--- src/hdl/igd_plus_front_metric_macros.svh ---
// Assertion macros shared by the IGD+ front metric block.
`ifndef IGD_PLUS_FRONT_METRIC_MACROS_SVH
`define IGD_PLUS_FRONT_METRIC_MACROS_SVH
`define IGDP_ASSERT_IMPL(lbl, clk, rst_n, ante, cons, msg) \
    lbl: assert property (@(posedge clk) disable iff (!rst_n) (ante) |-> (cons)) \
        else $error(msg);
`define IGDP_ASSERT_NEXT(lbl, clk, rst_n, ante, cons, msg) \
    lbl: assert property (@(posedge clk) disable iff (!rst_n) (ante) |=> (cons)) \
        else $error(msg);
`endif

--- src/hdl/igdp_ram.sv ---
// ----------------------------------------------------------------------------
// igdp_ram
// Generic single-port-write, single-port-read RAM with registered read.
// ----------------------------------------------------------------------------
`timescale 1ns / 1ps
`default_nettype none
module igdp_ram #(
    parameter int WIDTH = 8,
    parameter int DEPTH = 16
) (
    input  wire logic                     clk,
    input  wire logic                     wr_en,
    input  wire logic [$clog2(DEPTH)-1:0] wr_addr,
    input  wire logic [WIDTH-1:0]         wr_data,
    input  wire logic [$clog2(DEPTH)-1:0] rd_addr,
    output logic      [WIDTH-1:0]         rd_data
);
    logic [WIDTH-1:0] mem [DEPTH];

    always_ff @(posedge clk)
    begin
        if (wr_en)
        begin
            mem[wr_addr] <= wr_data;
        end
        rd_data <= mem[rd_addr];
    end
endmodule
`default_nettype wire

--- config.mk ---
export PLATFORM = sky130hd
export DESIGN_NAME = igdp_ram
export DESIGN_NICKNAME = d
export VERILOG_FILES = /design/src/hdl/igd_plus_front_metric_macros.svh /design/src/hdl/igdp_ram.sv
export SDC_FILE = /design/constraint.sdc
export NUM_CORES = 1
export LEC_CHECK = 0
export BUFFER_PORTS_ARGS = -buffer_cell sky130_fd_sc_hd__buf_4
export CELL_PAD_IN_SITES_DETAIL_PLACEMENT = 0
export CELL_PAD_IN_SITES_GLOBAL_PLACEMENT = 1
export CORE_AREA = 2 2 96 98
export CTS_BUF_LIST = sky130_fd_sc_hd__clkbuf_2
export CTS_CLUSTER_DIAMETER = 120
export DETAILED_ROUTE_END_ITERATION = 8
export DIE_AREA = 0 0 98 100
export GPL_TIMING_DRIVEN = 0
export PLACE_DENSITY = 0.93
export SYNTH_ARGS = -nofsm -noshare
export SYNTH_HDL_FRONTEND = slang
export SYNTH_SLANG_ARGS = --single-unit
--- constraint.sdc ---
create_clock -name clk -period 2.8 [get_ports clk]
set_clock_uncertainty 0.15 [all_clocks]
set_input_delay 0.28 -clock clk [delete_from_list [all_inputs] [get_ports clk]]
set_output_delay 0.28 -clock clk [all_outputs]
set_load 0.05 [all_outputs]
== Yosys cells after proc, flatten, opt, wreduce, memory -nomap -nowiden ==
Memory sizes are Yosys's and may differ from the RTL's. A register that Yosys moved wholly into a read port is not among the register bits.
Index checks and enable logic that the tools add are counted.

* Register bits after elaboration: 0
* Latch bits: 0
* RAM bits: 128
* Memory bits (read-only): 0
* Input port bits: 18
* Output and inout bits: 8
* Memories: 1

{| class="wikitable"
|+ Memories
! memory !! words !! width !! read ports !! clocked after memory_dff !! write ports !! line !! RTL
|-
| mem || 16 || 8 || 1 || 1 || 1 || igdp_ram.sv:18 || <nowiki>logic [WIDTH-1:0] mem [DEPTH];</nowiki>
|}

* Add/sub/neg operators: 0
* Multipliers: 0
* Div/mod/pow operators: 0
* $lt $le $gt $ge: 0
* Eq/ne operators: 0
* Shift operators: 0
* Muxes and demuxes: 2
* Bitwise operators: 0
* Reductions and logical operators: 0

{| class="wikitable"
|+ Operators by type and width
! kind !! count
|-
| 1-bit 2-to-1 mux || 2
|}

== Logic depth before layout (Yosys ltp) ==
Gate-level depths: netlist (run 1).

* Word-level depth: 2
* Gate-level depth with buffers: 5
* Mapped depth without buffers: 3

== Worst setup path before layout (run 1) ==
OpenSTA, ideal clock, no wires.

* Path type: in2reg
* From: input wr_addr[2]
* To: memory mem[0][0] (enable)
* Setup time: 0.383 ns
* Arrival time: 1.390 ns
* Setup slack: 0.877 ns
* Stages: 2
* Buffers on the path: 0
* Cell sequence: or3b_2 nor3_1

{| class="wikitable"
|+ RTL lines
! what !! line !! RTL
|-
| start, declared || igdp_ram.sv:13 || <nowiki>input wire logic [$clog2(DEPTH)-1:0] wr_addr,</nowiki>
|-
| end, declared || igdp_ram.sv:18 ||
|}

No word-level cell before the write port.

==> results of run 1 <==
[Yosys cell counts]
cell,count
mux4_2,18
nor2b_1,1
nand3b_1,2
mux4_1,14
and2b_1,1
nand3_1,1
nor3_1,4
edfxtp_1,128
buf_4,1
nor2_1,13
dfxtp_1,8
nand2_1,9
buf_6,3
or3b_2,1
a22oi_1,16
and2_1,1
buf_2,3
clkdlybuf4s25_2,3
nand2b_1,2
[layout make-up]
class | count | area, um^2 | share of cell area
clock buffers | 19 | 95.1 | 0.0162
clock inverters | 13 | 154 | 0.0263
multi-input cells | 83 | 1060 | 0.181
well taps | 111 | 139 | 0.0237
plain buffers | 10 | 86.3 | 0.0147
flip-flops and latches | 136 | 4000 | 0.684
repair buffers | 38 | 320 | 0.0547
[critical path: stages (launching register included)]
cell           delay, ns
edfxtp_1            0.43
mux4_2              0.44
dlygate4sd3_1       0.57
a22oi_1             0.28
nand2_1             0.10
[per-layer routing]
metal,global-route usage,routed length (um),share of wire,vias up
li1,-,-,-,1091
met1,0.289,4030,0.42,1305
met2,0.318,4770,0.50,91
met3,0.0627,553,0.058,13
met4,0.0855,127,0.013,0
met5,0,0,0,-
[flip-flops by register name, indices dropped and copies added, names as in the netlist]
register  cells
mem         128
rd_data       8
[repair_timing]
item / in CTS / in global routing
buffers inserted: 0 / 0
hold endpoints to repair: 162 / 1
hold buffers: 13 / 1
[placed cells by master, fill, tap and decap left out]
cell	count
clkinv_4	2
nor2b_1	1
clkbuf_2	19
buf_2	3
nand2_1	9
clkinv_2	3
mux4_1	14
a22oi_1	16
nand2b_1	2
bufinv_16	3
inv_6	1
nand3b_1	2
nand3_1	1
mux4_2	18
or3b_2	1
dfxtp_1	8
and2_1	1
clkinvlp_4	2
buf_4	25
edfxtp_1	128
nor3_1	4
clkdlybuf4s25_2	3
dlygate4sd3_1	14
clkinv_1	2
and2b_1	1
nor2_1	13
buf_6	3
[path summary, 6_finish.rpt]
check | from | endpoint | slack (ns) | cells past startpoint
setup reg to reg | mem[1][7]$_DFFE_PP_ | rd_data[7]$_DFF_P_ | 0.70 | 4
hold / removal | rd_addr[3] | rd_data[4]$_DFF_P_ | 0.07 | 4
hold reg to reg | mem[14][3]$_DFFE_PP_ | rd_data[3]$_DFF_P_ | 0.56 | 3
setup / recovery | mem[1][7]$_DFFE_PP_ | rd_data[7]$_DFF_P_ | 0.70 | 4
[through the flow]
step	power [W]	worst slack [ns]	utilization	area (um^2)	hold WS (ns)
finish	0.00375	0.702	0.659	5860	0.0698
global route	0.00388	0.669	0.659	5860	0.0159
CTS	0.00377	0.713	0.658	5850	0.0248
detailed placement	0.00260	0.286	0.615	5470	0.455
global placement	0.00259	0.279	0.615	5470	0.437
floorplan	0.00249	0.877	-	5150	0.229
[cells by family after synthesis]
logic type,share of synthesized area
multiplexers,0.150
AO/OA/AOI/OAI,0.0233
AND/OR/NAND/NOR,0.0318
buffers and inverters,0.0168
flip-flops,0.778
[power breakdown]
part,internal [W],switching (W),total (W)
registers,0.00227,0.0000117,0.00228
clock network,0.000499,0.000682,0.00118
logic,0.000118,0.000171,0.000288
==> flow_metrics.py, run 1 <==
metrics = {
    "drt": {
        "routedWlPerCell_um": 23.1,
        "drc": 0,
        "detail-route-antenna-nets": 0,
        "drt_iter0_drc": 264,
        "vias_per_cell": 6.10,
        "vias": 2500,
        "firstDrtPassIters": 5,
        "drt_wl_total_um": 9470,
    },
    "setup_path": {
        "cp.arrival_ns": 2.51,
        "end_kind": "flip-flop",
        "start_kind": "flip-flop",
        "cp.required_ns": 3.21,
        "crit_type": "flip-flop to flip-flop",
        "cp_max_fo": 1,
    },
    "cts": {
        "cts_sinks": 136,
        "cts_tree": "done",
        "htreeDepth": 4,
        "numCtsBuffers": 17,
        "clock_tree.root_cell": "clkbuf_2",
        "post_cts_resize_count": 0,
        "clockBufferDepth": 2,
        "clkTransAtPathRegs_ns": 0.21,
        "clock_latency_ns": 0.68,
    },
    "global_routing": {
        "grt_usage": 0.209,
        "antenna_found_initial": 0,
        "overflow": 0,
        "grt_pass1_vias": 2453,
        "grt_max_degree": 17,
        "grt_pass1_wl_um": 14400,
    },
    "synthesis": {
        "ys_seq_area_frac": 0.778,
        "yosysTopAreaCell": "edfxtp_1",
        "netlist.area_leader.share": 0.747,
        "syn_nets": 247,
        "synthesis.area_um2": 5150,
        "ys_seq_elements": 136,
        "syn_inst": 229,
        "syn_avg_cell_area_um2": 22.5,
        "synth.area.top_cells": "edfxtp_1 75%, mux4_2 7.9%, mux4_1 7.1%",
        "yosysUniqueCellTypes": 19,
        "yosysWarnings": 0,
    },
    "timing": {
        "timing.final.crit_share": 0.749,
        "max_slew_margin": 0.0844,
        "rsz0062_at_grt": "no",
        "finalHoldViolCount": 0,
        "drv_slew": 0,
        "tightestPinTransition_ns": 1.36,
        "clock.fmax_mhz": 477,
        "finalSetupViolations": 0,
        "fin_crit_ns": 2.10,
        "tns_ns": 0,
    },
    "floorplan": {
        "core_region_area_um2": 8890,
        "rows": 35,
        "pin_count": 26,
        "die_width_um": 98,
        "start_util": 0.579,
        "die_area_um2": 9800,
        "fp.dieH_um": 100,
    },
    "flow_run": {
        "cap_viol_max_count": 0,
    },
    "power_and_ir_drop": {
        "power_density_nw_per_um2": 641,
        "cellLeakagePower_nw": 1.97,
        "vdd_drop_max_mv": 0.290,
    },
    "cells_and_area": {
        "layout-drive-gt1-share": 0.278,
        "area_growth_pct": 13.8,
        "antenna_cells": 0,
        "fillers": 579,
        "layout.nets": 304,
        "final_cells": 410,
    },
    "place": {
        "dp.cells": 364,
        "portBuffers": 24,
        "place_congestion": 0.750,
        "dp_hpwl_um": 5920,
    },
    "worst_hold_path": {
        "hold_path_class": "input port to flip-flop",
    },
    "outcome": {
        "run_status": "completed",
    },
}
Note: power is estimated with default switching activity, not from simulation.
==> inputs of run 2 (changes only) <==
--- a/config.mk
+++ b/config.mk
@@ -8,13 +8,13 @@
 export BUFFER_PORTS_ARGS = -buffer_cell sky130_fd_sc_hd__buf_4
 export CELL_PAD_IN_SITES_DETAIL_PLACEMENT = 0
 export CELL_PAD_IN_SITES_GLOBAL_PLACEMENT = 1
-export CORE_AREA = 2 2 96 98
+export CORE_AREA = 2 2 99 101
 export CTS_BUF_LIST = sky130_fd_sc_hd__clkbuf_2
 export CTS_CLUSTER_DIAMETER = 120
 export DETAILED_ROUTE_END_ITERATION = 8
-export DIE_AREA = 0 0 98 100
+export DIE_AREA = 0 0 101 103
 export GPL_TIMING_DRIVEN = 0
-export PLACE_DENSITY = 0.93
+export PLACE_DENSITY = 0.89
 export SYNTH_ARGS = -nofsm -noshare
 export SYNTH_HDL_FRONTEND = slang
 export SYNTH_SLANG_ARGS = --single-unit
==> constraint.sdc (replaced) <==
create_clock -name clk -period 2.1 [get_ports clk]
set_clock_uncertainty 0.15 [all_clocks]
set_input_delay 0.21 -clock clk [delete_from_list [all_inputs] [get_ports clk]]
set_output_delay 0.21 -clock clk [all_outputs]
set_load 0.05 [all_outputs]
==> run 2 against run 1 <==
  * Worst setup slack worse by 0.57 ns
  * Register-to-register slack got worse by 0.57 ns
  * Non-clock buffer count rose by 2
  * Sequential share of layout area fell by 0.12 points
  * Critical path depth is the same
==> flow_metrics.py, run 2 (synthesis results as in run 1) <==
metrics = {
    "floorplan": {
        "fp.dieH_um": 103,
        "pin_count": 26,
        "die_width_um": 101,
        "core_region_area_um2": 9460,
        "start_util": 0.544,
        "rows": 36,
        "die_area_um2": 10400,
    },
    "power_and_ir_drop": {
        "switching_share": 0.222,
        "vdd_drop_max_mv": 0.396,
        "p_int_w": 0.00386,
        "power_density_nw_per_um2": 845,
        "cellLeakagePower_nw": 1.98,
        "p_sw_w": 0.00110,
        "p_total_w": 0.00496,
        "clockPowerShare": 0.307,
        "comb_power_share": 0.079,
        "p_seq_frac": 0.614,
    },
    "drt": {
        "vias": 2464,
        "drt_iter0_drc": 302,
        "drc": 0,
        "vias_per_cell": 5.94,
        "drt_wl_total_um": 9500,
        "detail-route-antenna-nets": 0,
        "routedWlPerCell_um": 22.9,
        "firstDrtPassIters": 5,
    },
    "cts": {
        "clock_latency_ns": 0.63,
        "cts_tree": "done",
        "post_cts_resize_count": 0,
        "clock_tree.root_cell": "clkbuf_2",
        "htreeDepth": 4,
        "clkTransAtPathRegs_ns": 0.18,
        "cts_sinks": 136,
        "post_cts_buffers": 0,
        "numCtsBuffers": 17,
        "postCtsHoldBufs": 16,
        "clockBufferDepth": 2,
    },
    "timing": {
        "rsz0062_at_grt": "no",
        "max_slew_margin": 0.122,
        "fin_crit_ns": 1.96,
        "drv_slew": 0,
        "whs_ns": 0.0741,
        "timing.final.crit_share": 0.935,
        "finalHoldViolCount": 0,
        "finalSetupViolations": 0,
        "timing.final.ws_setup_ns": 0.137,
        "tightestPinTransition_ns": 1.31,
        "clock.fmax_mhz": 509,
    },
    "cells_and_area": {
        "fillers": 679,
        "layout-drive-gt1-share": 0.276,
        "top_register": "mem",
        "largest_register_ffs": 128,
        "layout.nets": 306,
        "final_common_cell": "edfxtp_1",
        "fin_area_um2": 5870,
        "final_cells": 415,
        "largestRegisters": "mem (128), rd_data (8)",
        "area_growth_pct": 14.0,
        "antenna_cells": 0,
        "mostFrequentLayoutCells": "128 x edfxtp_1, 25 x buf_4, 21 x clkbuf_2, 18 x mux4_2",
    },
    "global_routing": {
        "grt_max_degree": 17,
        "antenna_found_initial": 0,
        "grt_pass1_wl_um": 13800,
        "grt_usage": 0.195,
        "overflow": 0,
        "grt_pass1_vias": 2429,
    },
    "place": {
        "dp_slack_ns": -0.265,
        "place_congestion": 0.712,
        "dp.cells": 367,
        "portBuffers": 24,
        "dp_hpwl_um": 5990,
        "place_area_um2": 5470,
    },
    "setup_path": {
        "start_kind": "flip-flop",
        "end_kind": "flip-flop",
        "cp.required_ns": 2.50,
        "crit_type": "flip-flop to flip-flop",
        "regToRegSetupSlack_ns": 0.14,
        "cp.arrival_ns": 2.37,
        "cp_max_fo": 1,
    },
    "flow_run": {
        "cap_viol_max_count": 0,
    },
    "outcome": {
        "run_status": "completed",
    },
    "worst_hold_path": {
        "hold_path_class": "input port to flip-flop",
    },
}
## run 2: changes by cell type in the layout (fill, tap and decap cells not counted)
cell           change
clkinvlp_4         -1
inv_6              -1
dlygate4sd3_1      +2
clkinv_2           +2
clkinv_4           -2
clkbuf_2           +2
## run 2: per-layer routing
layer | part of all wire | track usage | vias up
met3 | 0.071 | 0.0420 | 13
li1 | - | - | 1091
met2 | 0.51 | 0.304 | 110
met5 | 0 | 0 | -
met1 | 0.41 | 0.274 | 1250
met4 | 0.015 | 0.0842 | 0
## run 2: area by class of cell
class | instances | area (um^2) | share of cell area
repair buffers | 40 | 340 | 0.0580
well taps | 114 | 143 | 0.0243
multi-input cells | 83 | 1060 | 0.180
flip-flops and latches | 136 | 4000 | 0.683
clock buffers | 21 | 105 | 0.0179
clock inverters | 11 | 130 | 0.0222
plain buffers | 10 | 86.3 | 0.0147
## run 2: metrics by stage
| step | util | TNS (ns) |
|---|---|---|
| 3_3_place_gp | 0.578 | -2.28 |
| 4_1_cts | 0.620 | 0 |
| 6_report | 0.620 | 0 |
| 2_1_floorplan | - | 0 |
| 3_5_place_dp | 0.578 | -2.47 |
| 5_1_grt | 0.620 | 0 |
## run 2: power by group through the flow
stage               logic [W]  registers (W)  clock network, W
floorplan            0.000154        0.00317                 0
global placement     0.000356        0.00310                 0
detailed placement   0.000366        0.00311                 0
CTS                  0.000392        0.00305           0.00154
global route         0.000414        0.00305           0.00164
finish               0.000390        0.00305           0.00152
## run 2: path summary, 6_finish.rpt
| check | from | end | cells after the start |
|---|---|---|---|
| worst max-delay path | mem[3][7]$_DFFE_PP_ | rd_data[7]$_DFF_P_ | 4 |
| worst min-delay path | wr_addr[2] | mem[3][5]$_DFFE_PP_ | 3 |
| worst max register to register | mem[3][7]$_DFFE_PP_ | rd_data[7]$_DFF_P_ | 4 |
| worst min register to register | mem[14][0]$_DFFE_PP_ | rd_data[0]$_DFF_P_ | 3 |
## run 2: worst max-delay path: stages (launching register included)
cell and delay (ns):
edfxtp_1 0.40, mux4_2 0.46, dlygate4sd3_1 0.57, a22oi_1 0.24
nand2_1 0.08
