`src/hdl/igd_plus_front_metric_macros.svh`:
```
// Assertion macros shared by the IGD+ front metric block.
`ifndef IGD_PLUS_FRONT_METRIC_MACROS_SVH
`define IGD_PLUS_FRONT_METRIC_MACROS_SVH
`define IGDP_ASSERT_IMPL(lbl, clk, rst_n, ante, cons, msg) \
    lbl: assert property (@(posedge clk) disable iff (!rst_n) (ante) |-> (cons)) \
        else $error(msg);
`define IGDP_ASSERT_NEXT(lbl, clk, rst_n, ante, cons, msg) \
    lbl: assert property (@(posedge clk) disable iff (!rst_n) (ante) |=> (cons)) \
        else $error(msg);
`endif

```
`src/hdl/igdp_pkg.sv`:
```
// ----------------------------------------------------------------------------
// igdp_pkg
// Types and constants of the IGD+ front metric block.
// ----------------------------------------------------------------------------
`timescale 1ns / 1ps
`default_nettype none
package igdp_pkg;
    localparam int FRONT_DEPTH          = 256;
    localparam int OBJECTIVES           = 4;
    localparam int MAX_REFERENCE_POINTS = 65535;
    localparam int OBJ_USED  = (OBJECTIVES < 4) ? OBJECTIVES : 4;
    localparam int ADDR_W    = (FRONT_DEPTH > 1) ? $clog2(FRONT_DEPTH) : 1;
    localparam int COUNT_W   = $clog2(FRONT_DEPTH + 1);
    localparam int ENTRY_W   = 24 * OBJ_USED;
    localparam int QUEUE_DEPTH = 2;

    localparam logic [0:0] OP_FRONT     = 1'b0;
    localparam logic [0:0] OP_REFERENCE = 1'b1;

    localparam logic [0:0] REG_SENSE_MASK = 1'b0;
    localparam logic [0:0] REG_DIVISOR    = 1'b1;

    localparam logic [1:0] STATUS_OK       = 2'd0;
    localparam logic [1:0] STATUS_EMPTY    = 2'd1;
    localparam logic [1:0] STATUS_ZERO_DIV = 2'd2;
    localparam logic [1:0] STATUS_OVERFLOW = 2'd3;

    typedef struct packed {
        logic        operation;
        logic signed [23:0] objective_0;
        logic signed [23:0] objective_1;
        logic signed [23:0] objective_2;
        logic signed [23:0] objective_3;
        logic        final_reference;
    } in_word_t;

    typedef struct packed {
        logic [25:0] mean_distance;
        logic [16:0] normalized_metric;
        logic [1:0]  status;
    } out_word_t;

    typedef struct packed {
        logic [0:0]  index;
        logic [25:0] data;
    } cfg_word_t;

    // Reference job handed from the front part to the back part.
    typedef struct packed {
        logic signed [23:0] obj_0;
        logic signed [23:0] obj_1;
        logic signed [23:0] obj_2;
        logic signed [23:0] obj_3;
        logic               final_reference;
        logic [COUNT_W-1:0] front_count;
        logic               overflowed;
    } job_t;
endpackage
`default_nettype wire

```
`src/hdl/igdp_front.sv`:
```
// ----------------------------------------------------------------------------
// igdp_front
// Accepts words, stores front points and queues reference jobs.
// ----------------------------------------------------------------------------
`timescale 1ns / 1ps
`default_nettype none
`include "igd_plus_front_metric_macros.svh"
module igdp_front (
    input  wire logic                         clk,
    input  wire logic                         rst_n,
    input  wire logic                         accept,
    input  wire igdp_pkg::in_word_t           word,
    input  wire logic                         back_busy,
    output logic                              stall,
    output logic                              wr_en,
    output logic [igdp_pkg::ADDR_W-1:0]       wr_addr,
    output logic [igdp_pkg::ENTRY_W-1:0]      wr_data,
    output logic                              job_valid,
    output igdp_pkg::job_t                    job,
    input  wire logic                         job_pop
);
    logic [igdp_pkg::COUNT_W-1:0] count_reg, count_next;
    logic overflow_reg, overflow_next;
    logic restart_reg, restart_next;
    igdp_pkg::job_t q_reg [igdp_pkg::QUEUE_DEPTH];
    logic [1:0] q_cnt_reg, q_cnt_next;
    logic [0:0] q_wp_reg, q_rp_reg;
    logic is_front, push;
    logic queue_full;
    logic [igdp_pkg::COUNT_W-1:0] base_count;
    logic base_ovf;
    logic [4*24-1:0] objs;

    assign is_front   = accept && (word.operation == igdp_pkg::OP_FRONT);
    assign push       = accept && (word.operation == igdp_pkg::OP_REFERENCE);
    assign base_count = restart_reg ? '0 : count_reg;
    assign base_ovf   = restart_reg ? 1'b0 : overflow_reg;
    assign objs = {word.objective_3, word.objective_2, word.objective_1, word.objective_0};

    always_comb
    begin
        count_next    = count_reg;
        overflow_next = overflow_reg;
        restart_next  = restart_reg;
        wr_en         = 1'b0;
        wr_addr       = base_count[igdp_pkg::ADDR_W-1:0];
        wr_data       = objs[igdp_pkg::ENTRY_W-1:0];
        if (is_front)
        begin
            restart_next  = 1'b0;
            count_next    = base_count;
            overflow_next = base_ovf;
            if (base_count < igdp_pkg::COUNT_W'(igdp_pkg::FRONT_DEPTH))
            begin
                wr_en      = 1'b1;
                count_next = base_count + 1'b1;
            end
            else
            begin
                overflow_next = 1'b1;
            end
        end
        // The next front word starts a new front once a final reference is queued.
        if (push && word.final_reference)
        begin
            restart_next = 1'b1;
        end
    end

    assign q_cnt_next = q_cnt_reg + {1'b0, push} - {1'b0, job_pop};
    assign queue_full = (q_cnt_reg == 2'(igdp_pkg::QUEUE_DEPTH));
    // A restarting front would overwrite points that a pending scan still reads.
    assign stall      = queue_full || (restart_reg && (job_valid || back_busy));
    assign job_valid  = (q_cnt_reg != 2'd0);
    assign job        = q_reg[q_rp_reg];

    always_ff @(posedge clk)
    begin
        if (push)
        begin
            q_reg[q_wp_reg] <= '{obj_0: word.objective_0, obj_1: word.objective_1,
                                 obj_2: word.objective_2, obj_3: word.objective_3,
                                 final_reference: word.final_reference,
                                 front_count: count_reg, overflowed: overflow_reg};
        end
    end

    always_ff @(posedge clk or negedge rst_n)
    begin
        if (!rst_n)
        begin
            count_reg    <= '0;
            overflow_reg <= 1'b0;
            restart_reg  <= 1'b1;
            q_cnt_reg    <= '0;
            q_wp_reg     <= '0;
            q_rp_reg     <= '0;
        end
        else
        begin
            count_reg    <= count_next;
            overflow_reg <= overflow_next;
            restart_reg  <= restart_next;
            q_cnt_reg    <= q_cnt_next;
            if (push)
            begin
                q_wp_reg <= q_wp_reg + 1'b1;
            end
            if (job_pop)
            begin
                q_rp_reg <= q_rp_reg + 1'b1;
            end
        end
    end

    `IGDP_ASSERT_IMPL(a_no_push_full, clk, rst_n, push, !queue_full, "push into full queue")
    `IGDP_ASSERT_IMPL(a_no_pop_empty, clk, rst_n, job_pop, job_valid, "pop from empty queue")
    `IGDP_ASSERT_IMPL(a_count_range, clk, rst_n, 1'b1,
        count_reg <= igdp_pkg::COUNT_W'(igdp_pkg::FRONT_DEPTH), "front count out of range")
endmodule
`default_nettype wire

```
`config.mk`:
```
export PLATFORM = sky130hd
export DESIGN_NAME = igdp_front
export DESIGN_NICKNAME = d
export VERILOG_FILES = /design/src/hdl/igdp_pkg.sv /design/src/hdl/igdp_front.sv
export VERILOG_INCLUDE_DIRS = /design/src /design/src/hdl
export SDC_FILE = /design/constraint.sdc
export NUM_CORES = 1
export LEC_CHECK = 0
export ABC_CLOCK_PERIOD_IN_PS = 14550
export BUFFER_PORTS_ARGS = -buffer_cell sky130_fd_sc_hd__buf_2
export CORE_MARGIN = 3
export CORE_UTILIZATION = 31
export CTS_CLUSTER_DIAMETER = 200
export DETAILED_ROUTE_END_ITERATION = 8
export GPL_ROUTABILITY_DRIVEN = 0
export SYNTH_ARGS = -nofsm -noshare
export SYNTH_HDL_FRONTEND = slang
export SYNTH_SLANG_ARGS = --single-unit
```
`constraint.sdc`:
```
create_clock -name clk -period 14.55 [get_ports clk]
set_input_delay 4.365 -clock clk [delete_from_list [all_inputs] [get_ports clk]]
set_output_delay 4.365 -clock clk [all_outputs]
set_load 0.02 [all_outputs]
```
[Word level (Yosys, flattened, before mapping)]
Memory sizes are Yosys's and may differ from the RTL's.
Cells that the tools add are included.
Word-level totals
  latch bits: 0
  register bits: 15
  memories: 1
  input bits: 103
  memory bits (writable): 214
  output and inout port bits: 214
  memory bits (read-only): 0
Operators by class
  bitwise operators: 1
  shift operators: 0
  div/mod/pow operators: 0
  magnitude comparators: 1
  multiplexer cells: 10
  equality and inequality tests: 2
  $mul: 0
  $add $sub $neg: 5
  reductions and logical operators: 9
Memory list
  q_reg: words 2, width 107, rd ports 1, clocked after memory_dff 0, write ports 1, RTL line igdp_front.sv:25  | igdp_pkg::job_t q_reg [igdp_pkg::QUEUE_DEPTH];
Operators with widths (count)
  9-bit two-way mux: 2
  9-bit by 1-bit adder with 9-bit output, second input constant: 1
  9-bit < comparator, second input constant: 1
  1-bit two-way mux: 8
  1-bit logical AND: 4
  2-bit nonzero test: 2
  1-bit adder, second input constant: 2
  2-bit by 1-bit adder with 2-bit output: 1
  2-bit equality test, second input constant: 1
  1-bit logical OR: 2
  2-bit != test, second input constant: 1
  2-bit AND reduction: 1
  2-bit by 1-bit subtractor with 2-bit output: 1
  1-bit inverter: 1

[Logic depth before layout (Yosys ltp)]
Gate-level depths: netlist of the first run.
  word-level depth: 4
  depth in mapped cells: 7
  depth with buffers taken out: 6

[Worst setup path before layout of the first run]
OpenSTA, ideal clock, no wires.
  kind: input port to flip-flop
  from: input accept
  to: memory q_reg[0][0] (netlist bit), enable pin
  arrival: 8915 ps
  buffers on the path: 0
  library setup time: 574 ps
  slack: 5062 ps
  stages on the path: 2
  cells stage by stage: nand2_1 nor2_1
Between the ends
  longest elaborated chain between the ends: 3
RTL lines
  start: declaration: RTL line igdp_front.sv:11  | input wire logic accept,
  1-bit logical AND: RTL line igdp_front.sv:35  | assign push = accept && (word.operation == igdp_pkg::OP_REFERENCE);
  1-bit two-way mux: RTL line igdp_front.sv:79  | if (push)
  1-bit two-way mux (implied by the code): RTL line igdp_front.sv:81  | q_reg[q_wp_reg] <= '{obj_0: word.objective_0, obj_1: word.objective_1,
  end: declaration: RTL line igdp_front.sv:25
Every way passes these cells.

[Final worst setup path of the first run]
  from: input word[97] (netlist bit)
  to: output wr_en
Between the ends
  longest elaborated chain between the ends: 3
RTL lines
  start: declaration: RTL line igdp_front.sv:12  | input wire igdp_pkg::in_word_t word,
  1-bit inverter: RTL line igdp_front.sv:34  | assign is_front = accept && (word.operation == igdp_pkg::OP_FRONT);
  1-bit logical AND: RTL line igdp_front.sv:34
  1-bit two-way mux: RTL line igdp_front.sv:48  | if (is_front)
  end: declaration: RTL line igdp_front.sv:15  | output logic wr_en,
Every way passes these cells.

==> results of run 1 <==
[area by class of cell]
class	count	area (um2)	share of cell area [%]
Sequential cell	229	6810	60.4
Clock buffer	32	662	5.88
Multi-Input combinational cell	170	1670	14.8
Timing Repair Buffer	320	1610	14.3
Tap cell	384	480	4.27
Clock inverter	5	26.3	0.233
Inverter	3	11.3	0.100
[synthesized netlist by cell type]
library cell  instances
edfxtp_1            214
mux2_2              108
buf_4               106
buf_2                14
dfrtp_1              14
nor2b_1              10
nand2_1               5
o21ai_0               5
a21oi_1               4
a221o_1               3
ha_1                  3
inv_1                 3
nor3_1                3
xnor2_1               3
nand2b_1              2
nand3_1               2
nor2_1                2
nor4_1                2
o211ai_1              2
or3_1                 2
a2bb2oi_1             1
a32o_1                1
and3_1                1
dfstp_2               1
mux2i_1               1
nand4_1               1
nand4b_1              1
nand4b_4              1
nor3b_1               1
o22a_1                1
o31a_1                1
o31ai_1               1
or2_2                 1
or4b_1                1
xor2_1                1
[critical path, stage by stage]
cell and delay, ns:
buf_2 0.13, nand2b_1 0.29, a21oi_1 0.23, buf_2 0.20
[metal layers]
layer / wire (um) / GRT usage (%)
met4: 544 / 3.65
met5: 0 / 0
met3: 1290 / 2.85
met2: 9390 / 19.0
met1: 7050 / 12.6
[power by group]
| part | switching [W] | internal [W] |
|---|---|---|
| sequential | 0.0000600 | 0.000813 |
| clock | 0.000229 | 0.000315 |
| combinational | 0.000345 | 0.000235 |
[cells by family (layout without fill, tap and decap cells)]
family                   count (synthesis)  after routing  synth area share (%)
buffers and inverters                  123            360                  9.40
multiplexers                           109            109                  13.1
XOR/XNOR                                 4              4                 0.375
adder cells (fa/ha/maj)                  3              3                 0.402
AND/OR/NAND/NOR                         35             35                  2.36
AO/OA/AOI/OAI                           19             19                  1.43
flip-flops                             229            229                  72.9
[through the flow]
stage	hold WS, ns	total power, W	setup WS, ns	std cells
after detailed placement	0.476	0.00148	4.97	1106
after global placement	0.458	0.00148	4.99	1106
after floorplan	0.443	0.00131	5.06	522
after CTS	0.492	0.00204	4.96	1143
after global routing	0.498	0.00210	4.89	1143
final	0.492	0.00200	4.97	1143
[path summary, 6_finish.rpt]
path                               from           end  cells past startpoint
max                            word[97]         wr_en                      4
min                        overflow_reg   q_reg[1][0]                      0
max reg2reg                    q_wp_reg  q_reg[1][94]                      2
min reg2reg                overflow_reg   q_reg[1][0]                      0
max in group asynchronous         rst_n   restart_reg                      1
min in group asynchronous         rst_n  count_reg[1]                      1
==> qor.txt, run 1 <==
Status - finished, final reports clean
Die area - 0.0322 mm2
Fin area - 0.0113 mm2
Synth Net Count - 628
Fmax - 104 MHz
Starting Density - 32.0%
Clock Tree Root - clkbuf_16
Share of cells above drive strength 1 - 61.1%
Sink Count - 229
Port Buffer Count - 316
Number of buffers created by CTS - 24
Die W - 180 um
Max VDD drop - 80.1 uV
CTS tree - done
Initial antenna violation count - 0
Hold-fix buffers at CTS - 0
Hold Path Class - register to register
Nets@finish - 854
Endpoints failing setup - 0
Setup_tns - 0 ns
Synth top area share - 68.9%
PwrDens - 177 mW/mm2
First-pass DRT Iterations - 4
Leak Pwr - 4.33 nW
PostCTS Resize Cnt - 0
DR WL/cell - 16.0 um
DRT antenna net count - 0
Area after DPL - 0.0106 mm2
R2R Setup Slk - 12.27 ns
Syn-to-layout area delta - 20.7%
Top post-synthesis cells by area - edfxtp_1 69%, mux2_2 13%, buf_4 8.5%
Post-CTS Setup Repair Bufs - 0
#FFs+latches synth - 229
Netlist cell types - 35
Placed wire-length estimate - 12000 um
Core area - 0.0292 mm2
Ant diodes - 0
Commonest non-fill, non-tap cell in the layout - buf_2
Most frequent cells in the layout - 316 x buf_2, 214 x edfxtp_1, 108 x mux2_2, 25 x clkbuf_16, 13 x dfrtp_1
Row Count - 62
Setup Crit Path Kind - input port to output pin
Synth Instances - 522
Via count - 4947
GRT overflow - 0
Minimum clock period - 9.58 ns
Skew final - 0.00597 ns
Critical Path RT - 10.18 ns
Crit-path max FO - 9
Yosys top cell by area - edfxtp_1
# H-tree levels - 1
Slew HR - 43.3%
Clock transition at path regs - 0.06 ns
Number of global-route vias before repair - 4958
Clk Latency, worst-skew pair - 0.51 ns
Die height - 180 um
Worst-margin pin slew - 0.850 ns
First-pass GRT wire length - 28000 um
CP Data Arrival Time - 5.21 ns
Initial DRC count - 225
Setup crit end kind - output pin
Number of fill cells - 2805
Utilization after layout - 38.6%
Max_cap viols - 0
Synth Warn # - 0
Largest register FFs - 214
DRC - 0
Vias per inst - 4.33
Post-Syn Area per Cell - 17.9 um2
Final Hold Viols - 0
Sequential element share of the synthesized area - 72.9%
Worst setup SP type - input port
Fin crit share - 65.8%
Longest Clk Path Bufs - 3
Largest net degree at the start of global routing - 60
Synthesized area - 0.00933 mm2
RSZ-0062 raised after global routing - no
Final Max Tran Viols - 0
# IOs - 317
Total track usage - 10.7%
Total Wirelength - 18300 um
Power figures use the tool's default switching activity.
==> run 2: changes to the inputs <==
--- a/config.mk
+++ b/config.mk
@@ -6,7 +6,8 @@
 export SDC_FILE = /design/constraint.sdc
 export NUM_CORES = 1
 export LEC_CHECK = 0
-export ABC_CLOCK_PERIOD_IN_PS = 14550
+export ABC_AREA = 1
+export ABC_CLOCK_PERIOD_IN_PS = 8500
 export BUFFER_PORTS_ARGS = -buffer_cell sky130_fd_sc_hd__buf_2
 export CORE_MARGIN = 3
 export CORE_UTILIZATION = 31
==> constraint.sdc (replaced) <==
create_clock -name clk -period 8.5 [get_ports clk]
set_input_delay 2.55 -clock clk [delete_from_list [all_inputs] [get_ports clk]]
set_output_delay 2.55 -clock clk [all_outputs]
set_load 0.02 [all_outputs]
==> run 2 against run 1 <==
Compared with the run above: sequential share of layout area is 1.1 points lower; wire length is 1.7% lower; critical path depth is 2 higher; hold slack better by 0.010 ns; area after synthesis is 0.87% higher; sequential power is 70% higher; core utilization is 0.10 points lower; non-clock buffer count is 1 higher; first-iteration DRC count is 2.2% lower; critical endpoint unchanged; largest power group unchanged.
==> qor.txt, run 2 <==
Slew HR - 33.9%
Highest routed metal layer - met4
Synth Instances - 550
Row Count - 63
P_sw - 0.00107 W
First-pass DRT Iterations - 4
Clk Latency, worst-skew pair - 0.52 ns
Vias per inst - 4.19
Synth Net Count - 656
Number of fill cells - 2800
PwrDens - 304 mW/mm2
RSZ-0062 raised after global routing - no
Die area - 0.0325 mm2
Power share of the sequential group - 42.3%
Critical hold path startpoint - count_reg[1]
Setup Crit Path Kind - input port to output pin
# H-tree levels - 1
Fraction of registers with async set/reset - 6.55%
PostCTS Resize Cnt - 0
DR WL/cell - 15.1 um
Non-filler cells, final - 1190
Count leader, synth - edfxtp_1
Cell count after placement - 1144
Yosys top cell by area - edfxtp_1
Share of cells above drive strength 1 - 59.1%
Hold-fix buffers at CTS - 0
Port Buffer Count - 316
Top post-synthesis cells by area - edfxtp_1 68%, mux2_2 10%, buf_4 8.4%
Post-Syn Area per Cell - 17.1 um2
# IOs - 317
Total Wirelength - 18000 um
Synth Warn # - 0
#FFs+latches synth - 229
Clock power frac - 30.2%
Hold Path Class - register to register
DRT antenna net count - 0
Combinational fraction of design power - 27.5%
Via count - 4989
Wire length on met1 - 6950 um
Minimum clock period - 5.74 ns
Longest Clk Path Bufs - 3
Critical Path RT - 5.95 ns
Critical path's top delay family - buffers and inverters
Commonest non-fill, non-tap cell in the layout - buf_2
Reg2reg start - q_wp_reg
Critical Path Max Stage Delay - 0.17 ns
Clock transition at path regs - 0.06 ns
First-pass GRT wire length - 27600 um
Post-CTS Setup Repair Bufs - 0
Sink Count - 229
Ant diodes - 0
GRT overflow - 0
Syn-to-layout area delta - 21.9%
Met2 WL post-DR - 9090 um
Largest register FFs - 214
Slowest cell on crit path - buf_2
Synth top area share - 68.3%
Sw Share - 30.6%
Max_cap viols - 0
Fin crit share - 67.5%
Setup_tns - 0 ns
Crit path buf inv count - 4
Max VDD drop - 157 uV
Wire length on met3 - 1420 um
Crit path from - accept
CP Data Arrival Time - 3.19 ns
Most frequent cells in the layout - 316 x buf_2, 214 x edfxtp_1, 87 x mux2_2, 34 x nand2_1, 25 x clkbuf_16
Status - finished, final reports clean
Post-synth top flop - edfxtp_1
DRC - 0
Leak Pwr - 4.62 nW
Crit-path max FO - 5
Number of global-route vias before repair - 5038
Fmax - 174 MHz
Post-synth top cells - 214 x edfxtp_1, 105 x buf_4, 87 x mux2_2, 34 x nand2_1, 22 x inv_1
Clock Tree Root - clkbuf_16
Skew final - 0.0116 ns
Critical path cell sequence - buf_2 > inv_1 > nor2_2 > nand2_1 > inv_1 > buf_2
Worst setup SP type - input port
Initial antenna violation count - 0
Worst-margin pin slew - 0.991 ns
Final Max Tran Viols - 0
Synthesized area - 0.00941 mm2
Final Hold Viols - 0
Core area - 0.0298 mm2
Endpoints failing setup - 0
Placed wire-length estimate - 12000 um
Sequential element share of the synthesized area - 72.3%
Die W - 180 um
Nets@finish - 887
Netlist cell types - 23
CTS tree - done
Die height - 180 um
Initial DRC count - 220
Internal power - 0.00242 W
Setup crit end kind - output pin
Post-synth EDFFs - 214
Largest net degree at the start of global routing - 63
Number of buffers created by CTS - 25
Starting Density - 31.6%
Total track usage - 10.5%
## run 2: through the flow
stage	area (um2)	util, %	total power, W	worst slack (ns)	hold slack, ns
6_report	11500	38.5	0.00349	2.76	0.502
5_1_grt	11500	38.5	0.00367	2.65	0.525
4_1_cts	11500	38.5	0.00356	2.76	0.508
3_5_place_dp	10700	35.8	0.00249	2.76	0.492
3_3_place_gp	10700	35.8	0.00248	2.77	0.470
2_1_floorplan	9410	-	0.00221	0.812	0.442
## run 2: worst paths after layout
kind	slack (ns)	end	depth (start not counted)
worst min-delay path	0.50	q_reg[1][2]	0
min in group asynchronous	1.94	count_reg[6]	1
worst max register to register	6.81	q_reg[1][88]	3
worst max-delay path	2.76	wr_en	6
worst min register to register	0.50	q_reg[1][2]	0
max in group asynchronous	6.27	restart_reg	1
## run 2: per-layer routing
metal  up-vias  GRT usage [%]
li1       2355              -
met1      2405           12.2
met2       196           18.6
met3        33           3.21
met4         0           3.35
met5         -              0
## run 2: cell families (layout without fill, tap and decap cells)
logic type | Yosys count | count (layout) | share of synthesized area (%)
buf+inv | 140 | 390 | 10.2
mux | 107 | 107 | 13.6
compound gates | 6 | 6 | 0.346
xor+xnor | 5 | 5 | 0.465
fa+ha+maj | 3 | 3 | 0.399
flops | 229 | 229 | 72.3
simple gates | 60 | 60 | 2.74
## run 2: final cells by class
| cell class | instances | area [um2] | share of cell area (%) |
|---|---|---|---|
| flip-flops and latches | 229 | 6810 | 59.3 |
| multi-input cells | 181 | 1670 | 14.5 |
| repair buffers | 321 | 1620 | 14.1 |
| clock buffers | 32 | 662 | 5.77 |
| well taps | 390 | 488 | 4.25 |
| clock inverters | 14 | 146 | 1.28 |
| inverters | 23 | 86.3 | 0.752 |
## run 2: power by group through the flow
stage	Combinational [W]	Sequential, W	Clock, W
floorplan	0.000772	0.00144	0
global placement	0.000981	0.00150	0
detailed placement	0.000982	0.00150	0
CTS	0.000984	0.00148	0.00110
global route	0.00102	0.00150	0.00114
finish	0.000960	0.00148	0.00105
## run 2: worst register-to-register path, delay by kind of cell (launching register included)
kind                   cells  cell delay, ns
AND/OR/NAND/NOR            1            0.11
buffers and inverters      2            0.75
flip-flops                 1            0.38
